**src/design/acdn_pkg.sv**
```systemverilog
// Shared types, codes and depth helpers for the alpha composite depth normalise unit.
`default_nettype none

package acdn_pkg;

	// Number of pipeline cells from input word to output word
	localparam int unsigned STAGES = 6;

	// Sample depth codes
	localparam logic [1:0] DEPTH_8  = 2'd0;
	localparam logic [1:0] DEPTH_10 = 2'd1;
	localparam logic [1:0] DEPTH_12 = 2'd2;
	localparam logic [1:0] DEPTH_16 = 2'd3;

	// Configuration register indexes
	localparam logic [1:0] CFG_SAMPLE_DEPTH  = 2'd0;
	localparam logic [1:0] CFG_ALPHA_PRESENT = 2'd1;
	localparam logic [1:0] CFG_BACKGROUND    = 2'd2;

	// Rounding bias for the byte scale, and reciprocal of 255 (exact below 2^24)
	localparam logic [23:0] BYTE_HALF      = 24'd127;
	localparam logic [23:0] BG_RECIP       = 24'd8421505;
	localparam int unsigned BG_RECIP_SHIFT = 31;

	typedef struct packed {
		logic [15:0] red_in;
		logic [15:0] green_in;
		logic [15:0] blue_in;
		logic [15:0] alpha_in;
	} pixel_in_t;

	typedef struct packed {
		logic [15:0] red_out;
		logic [15:0] green_out;
		logic [15:0] blue_out;
	} pixel_out_t;

	// Handshake state of one pipeline cell
	typedef struct packed {
		logic valid;
		logic ready;
		logic load;
	} stage_ctl_t;

	// Largest sample value at a depth
	function automatic logic [15:0] depth_top(input logic [1:0] code);
		logic [15:0] top;
		case (code)
			DEPTH_8:  top = 16'h00FF;
			DEPTH_10: top = 16'h03FF;
			DEPTH_12: top = 16'h0FFF;
			DEPTH_16: top = 16'hFFFF;
			default:  top = 16'h00FF;
		endcase
		return top;
	endfunction

	// Number of bits at a depth
	function automatic logic [4:0] depth_shift(input logic [1:0] code);
		logic [4:0] sh;
		case (code)
			DEPTH_8:  sh = 5'd8;
			DEPTH_10: sh = 5'd10;
			DEPTH_12: sh = 5'd12;
			DEPTH_16: sh = 5'd16;
			default:  sh = 5'd8;
		endcase
		return sh;
	endfunction

endpackage

`default_nettype wire

```
**src/design/acdn_lane.sv**
```systemverilog
// Datapath of one colour through the cell chain: clamp, blend, divide, rescale.
`default_nettype none

module acdn_lane (
	input  wire logic                          clk,
	input  wire logic                          arst_n,
	input  wire logic [acdn_pkg::STAGES-1:0]   load,
	input  wire logic [1:0]                    depth,
	input  wire logic [7:0]                    bg8,
	input  wire logic [15:0]                   sample,
	input  wire logic [15:0]                   alpha_s1,
	input  wire logic [15:0]                   alpha_inv_s1,
	output logic [15:0]                        result
);

	logic [15:0] top;
	logic [4:0]  sh;
	logic [15:0] half;

	logic [23:0] bg_prod;
	logic [23:0] bgp_q;
	logic [47:0] bg_full;
	logic [15:0] bgs_q;

	logic [15:0] s_clamp;
	logic [15:0] s_s1;
	logic [31:0] p_sa_s2;
	logic [31:0] p_bg_s2;
	logic [32:0] n_sum;
	logic [31:0] n_s3;
	logic [32:0] n_ext;
	logic [32:0] n_rnd;
	logic [32:0] n_quo;
	logic [15:0] v_s4;
	logic [31:0] x_full;
	logic [31:0] x_hi;
	logic [15:0] xh_s5;
	logic [15:0] xl_s5;
	logic [15:0] v_s5;
	logic [17:0] y_ext;
	logic [17:0] y_rnd;
	logic [17:0] y_quo;
	logic [15:0] rescaled;
	logic [15:0] res_s6;

	assign top  = acdn_pkg::depth_top(depth);
	assign sh   = acdn_pkg::depth_shift(depth);
	assign half = top >> 1;

	// Scale the byte background to depth: (bg*max + 127) / 255
	assign bg_prod = {8'd0, top} * {16'd0, bg8};
	assign bg_full = {24'd0, bgp_q} * {24'd0, acdn_pkg::BG_RECIP};

	always_ff @(posedge clk or negedge arst_n) begin
		if (!arst_n) begin
			bgp_q <= acdn_pkg::BYTE_HALF;
			bgs_q <= 16'd0;
		end else begin
			bgp_q <= bg_prod + acdn_pkg::BYTE_HALF;
			bgs_q <= bg_full[acdn_pkg::BG_RECIP_SHIFT +: 16];
		end
	end

	// Stage 1: clamp the sample to max
	assign s_clamp = (sample > top) ? top : sample;

	always_ff @(posedge clk) begin
		if (load[0]) begin
			s_s1 <= s_clamp;
		end
	end

	// Stage 2: foreground and background products
	always_ff @(posedge clk) begin
		if (load[1]) begin
			p_sa_s2 <= {16'd0, s_s1} * {16'd0, alpha_s1};
			p_bg_s2 <= {16'd0, bgs_q} * {16'd0, alpha_inv_s1};
		end
	end

	// Stage 3: sum with half of max for rounding
	assign n_sum = {1'b0, p_sa_s2} + {1'b0, p_bg_s2} + {17'd0, half};

	always_ff @(posedge clk) begin
		if (load[2]) begin
			n_s3 <= n_sum[31:0];
		end
	end

	// Stage 4: divide by 2^n-1 as (x + (x >> n) + 1) >> n
	assign n_ext = {1'b0, n_s3};
	assign n_rnd = n_ext + (n_ext >> sh) + 33'd1;
	assign n_quo = n_rnd >> sh;

	always_ff @(posedge clk) begin
		if (load[3]) begin
			v_s4 <= n_quo[15:0];
		end
	end

	// Stage 5: form v*65535 + max/2 and split it at bit n
	assign x_full = {v_s4, 16'd0} - {16'd0, v_s4} + {16'd0, half};
	assign x_hi   = x_full >> sh;

	always_ff @(posedge clk) begin
		if (load[4]) begin
			xh_s5 <= x_hi[15:0];
			xl_s5 <= x_full[15:0] & top;
			v_s5  <= v_s4;
		end
	end

	// Stage 6: x / (2^n-1) = hi + (hi + lo) / (2^n-1)
	assign y_ext    = {2'd0, xh_s5} + {2'd0, xl_s5};
	assign y_rnd    = y_ext + (y_ext >> sh) + 18'd1;
	assign y_quo    = y_rnd >> sh;
	assign rescaled = xh_s5 + y_quo[15:0];

	always_ff @(posedge clk) begin
		if (load[5]) begin
			if (depth inside {acdn_pkg::DEPTH_10, acdn_pkg::DEPTH_12}) begin
				res_s6 <= rescaled;
			end else begin
				res_s6 <= v_s5;
			end
		end
	end

	assign result = res_s6;

endmodule

`default_nettype wire

```
**config.mk**
```make
export PLATFORM = sky130hd
export DESIGN_NAME = acdn_lane
export DESIGN_NICKNAME = d
export VERILOG_FILES = /design/src/design/acdn_pkg.sv /design/src/design/acdn_lane.sv
export SDC_FILE = /design/constraint.sdc
export NUM_CORES = 2
export LEC_CHECK = 0
export ABC_CLOCK_PERIOD_IN_PS = 10600
export BUFFER_PORTS_ARGS = -buffer_cell sky130_fd_sc_hd__buf_2
export CELL_PAD_IN_SITES_DETAIL_PLACEMENT = 1
export CELL_PAD_IN_SITES_GLOBAL_PLACEMENT = 1
export CORE_MARGIN = 1
export CORE_UTILIZATION = 30
export CTS_BUF_LIST = sky130_fd_sc_hd__clkbuf_16
export CTS_CLUSTER_DIAMETER = 40
export CTS_CLUSTER_SIZE = 10
export DETAILED_ROUTE_END_ITERATION = 12
export PLACE_DENSITY = 0.49
export SLEW_MARGIN = 20
export SYNTH_ARGS = -nofsm -noshare
export SYNTH_HDL_FRONTEND = slang
export SYNTH_SLANG_ARGS = --single-unit
```
**constraint.sdc**
```tcl
create_clock -name clk -period 10.6 [get_ports clk]
set_input_delay 1.06 -clock clk [delete_from_list [all_inputs] [get_ports clk]]
set_output_delay 1.06 -clock clk [all_outputs]
set_load 0.01 [all_outputs]
```
==> results.md <==
- The number of nets in the finished design is 5599.
- The slack of the worst reg-to-reg path is roughly 1.5 ns.
- Setup repair after global routing left no endpoint under its margin.
- The average wire length per cell after detail routing is 20.2 um.
- The headroom to the max-slew limit is 23.5%.
- The initial antenna violation count is 6.
- Measured in cells, the most critical reg-to-reg path has a length of 30.
- In this run the worst setup path begins at xh_s5[0].
- In the routed layout, each cell is associated on average with a via count of 4.95.
- The layout-stage area growth over the synthesis result is 10.7%.
- The x dimension of the die is 370 um.
- The number of flops mapped to enable cells by yosys is 192.
- Based on the critical path, the design can be clocked at up to about 110 MHz.
- For this design, the CTS-stage hold fixing added 0 buffers.
- The data required time at the worst endpoint is about 11 ns.
- The synthesized area divided by synthesized cell count is 9.27 um^2.
- The floorplan step set the die height to 370 um.
- The most instantiated flip-flop cell in the synthesis netlist is sky130_fd_sc_hd__edfxtp_1.
- The initial core utilization is 30.4%.
- After synthesis, the largest area contributor takes up about a quarter of total cell area.
- TritonCTS built the clock tree.
- The endpoint arrival time on the critical path is between 9 and 10 ns.
- The type of the worst setup path is register to register.
- The estimated wirelength of the detail-placed design is 103 mm.
- The wire length of the first global-routing pass is between 200 and 250 mm.
- After synthesis, the most frequently instantiated cells are sky130_fd_sc_hd__inv_1 (740), sky130_fd_sc_hd__ha_1 (599), sky130_fd_sc_hd__nand2_1 (519), sky130_fd_sc_hd__fa_1 (491), sky130_fd_sc_hd__and2_1 (215).
- The CTS H-tree depth is 2.
- The worst setup path is launched from a register.
- The synthesized design spends more area on one cell type than any other, namely sky130_fd_sc_hd__fa_1.
- The tightest min-delay check is of the register to register type.
- The count of standard-cell rows is 134.
- Among cell families on the critical path, the largest total delay comes from compound AO/OA/AOI/OAI gates.
- The number of DRC markers after the initial detailed-route iteration is 1170.
- After clock tree synthesis, the clock-pin slew on the worst setup and hold paths is 0.05 ns.
- The standard cell with the maximum stage delay on the critical path is sky130_fd_sc_hd__o41ai_1.
- In this run the worst path has a maximum fanout of 6.
- After layout, the worst path uses about 86% of the clock period.
- The area enclosed by the die boundary is 137000 um^2.
- Once detail routing completed, the nets flagged for antenna violations numbered 0.
- The setup TNS is 0 ns.
- The flow ran to the end, and the final reports show no timing, DRC or antenna violations.
- Subtracting the final worst setup slack from the clock period gives 9.11 ns.
- The share of final-layout standard cells stronger than drive strength 1 is 6.77%.
- Synthesis produced a netlist whose cell count is 4393.
- The post-synthesis sequential area ratio is between 15 and 20%.
- The warning count from the yosys run is 0.
- The critical path runs through a total of 30 cells.
- Counting flops with an async set or reset pin after synthesis yields a share of 17.2%.
- The cell with the most instances after synthesis is sky130_fd_sc_hd__inv_1.
- The count of buffers from port buffering is between 80 and 90.
- The via total after detailed routing is ~31000.
- The number of cells upsized or downsized after cts is 0.
- For the worst-skew pair, the clock arrives at the later sink with an insertion delay of between 0.6 and 0.7 ns.
- In this run the clock root is driven by a sky130_fd_sc_hd__clkbuf_16.
- The count of pins over their slew limit is 0.
- The tree built by TritonCTS fans out to about 230 sinks.
- The startpoint of the lowest-slack register-to-register path is xh_s5[0].
- The buffering stage count on the worst path with inverters included is 0.
- Routability-driven placement finished with a final weighted congestion of slightly above 0.8.
- Across every metal layer, demand over resource in global routing totals 19.1%.
- The total inserted antenna cells is 0.
- At the pin with the least slew margin, the transition time is around 1.1 ns.
- For this run the aggregate overflow at the end of global routing stands at 0.
- The worst setup path is captured at a register.
- 82 I/O pins were placed.
- The number of clock buffers added by TritonCTS is 55.
- For this block, the routed nets add up to 127 mm of wire.
- The number of maximum-capacitance constraint violations is 0.
- For this run, the slowest stage of the critical path takes 0.69 ns.
- The first detailed-routing pass took 5 iterations.
- The number of global-route vias before repair is 34400.
- Setup violations remaining at the end of the flow were counted as 0.
- The worst flop-to-flop path endpoint is result[14].
- The clock passes through at most 3 buffers.
- The final number of hold-violating endpoints is 0.
- The number of remaining DRC errors is 0.
- The number of setup buffers added after CTS is 0.
- The clock skew is 0.0565 ns.
- Summing every instance area after synthesis gives 40700 um^2.
- The termination of the worst setup path is result[14].
- The standard cell core area is 134000 um^2.
- Counting distinct cell types in the post-synthesis netlist gives 89.
- Sorting the synthesized cells by area gives the leading types as sky130_fd_sc_hd__fa_1 (24%), sky130_fd_sc_hd__ha_1 (18%), sky130_fd_sc_hd__edfxtp_1 (14%).
- Entering global routing, the biggest net connects 64 pins.
- The register bit count reported by yosys is 232.
cell usage in the layout, fill, tap and decap left out, types with 24 or more instances in the layout:
cell type and instances:
sky130_fd_sc_hd__inv_1 741, sky130_fd_sc_hd__ha_1 596, sky130_fd_sc_hd__nand2_1 519, sky130_fd_sc_hd__fa_1 491, sky130_fd_sc_hd__and2_1 215, sky130_fd_sc_hd__edfxtp_1 192
sky130_fd_sc_hd__a21oi_1 175, sky130_fd_sc_hd__nor2_1 172, sky130_fd_sc_hd__xnor2_1 128, sky130_fd_sc_hd__o21ai_0 118, sky130_fd_sc_hd__a21o_1 82, sky130_fd_sc_hd__buf_2 80
sky130_fd_sc_hd__nor3_1 62, sky130_fd_sc_hd__clkbuf_16 55, sky130_fd_sc_hd__nand3_1 53, sky130_fd_sc_hd__xor2_1 46, sky130_fd_sc_hd__o21a_1 45, sky130_fd_sc_hd__a211oi_1 39
sky130_fd_sc_hd__mux2_2 39, sky130_fd_sc_hd__mux2i_1 36, sky130_fd_sc_hd__and3_1 34, sky130_fd_sc_hd__o211ai_1 33, sky130_fd_sc_hd__dfrtp_1 33, sky130_fd_sc_hd__nor2b_1 28
sky130_fd_sc_hd__buf_4 27, sky130_fd_sc_hd__a31oi_1 24, sky130_fd_sc_hd__o21bai_1 24
final cells by class:
cell class,count,area (um^2)
Timing Repair Buffer,107,603
Clock buffer,55,1380
Tap cell,1768,2210
Inverter,742,2790
Fill cell,15400,88900
Clock inverter,47,562
Sequential cell,232,6780
Multi-Input combinational cell,3305,30700
sequential cells by signal (all words and copies together), names as in the netlist:
name and flops:
n_s3 32, p_bg_s2 32, xl_s5 16, v_s4 16, xh_s5 16, p_sa_s2 32
s_s1 16, bgs_q 16, bgp_q 24, result 16, v_s5 16
per-stage QoR:
step | cells | util, % | area (um^2) | setup slack [ns] | hold slack, ns
after detailed placement | 6154 | 32.2 | 43100 | 1.59 | 0.545
after CTS | 6256 | 33.6 | 45100 | 1.51 | 0.551
final | 6256 | 33.6 | 45100 | 1.49 | 0.550
after global routing | 6256 | 33.6 | 45100 | 0.846 | 0.566
after global placement | 6154 | 32.2 | 43100 | 1.69 | 0.532
after floorplan | 4412 | - | 40800 | 2.92 | 0.457
how the worst min path moves through the flow:
| stage | startpoint | endpoint | slack, ns | cells past startpoint |
|---|---|---|---|---|
| 3_3_place_gp | v_s5[6] | result[6] | 0.53 | 1 |
| 4_1_cts | v_s4[4] | v_s5[4] | 0.55 | 0 |
| 5_1_grt | v_s4[4] | v_s5[4] | 0.57 | 0 |
| 2_1_floorplan | v_s4[10] | v_s5[10] | 0.46 | 0 |
| 6_report | v_s4[1] | v_s5[1] | 0.55 | 0 |
| 3_5_place_dp | v_s5[6] | result[6] | 0.55 | 1 |
logic make-up (layout without fill, tap and decap cells):
logic type	after synthesis	after routing	share of synthesized area, %
other	1	20	0.00921
multiplexers	90	90	2.79
AND/OR/NAND/NOR	1207	1207	14.1
flip-flops	232	232	16.6
XOR/XNOR	174	174	3.74
AO/OA/AOI/OAI	724	724	12.0
adder cells (fa/ha/maj)	1090	1090	42.6
buffers and inverters	875	951	8.08
routing by layer:
metal	vias to the layer above	global-route usage (%)	part of all wire, %
met5	-	0	0.022
met4	4	4.71	2.4
met3	124	1.72	2.2
met2	326	33.8	50
met1	15700	24.8	46
li1	14800	-	-
Power is left out: the tool's default activity adds up to more than one toggle a clock period on the data nets, which glitch-free logic cannot reach.
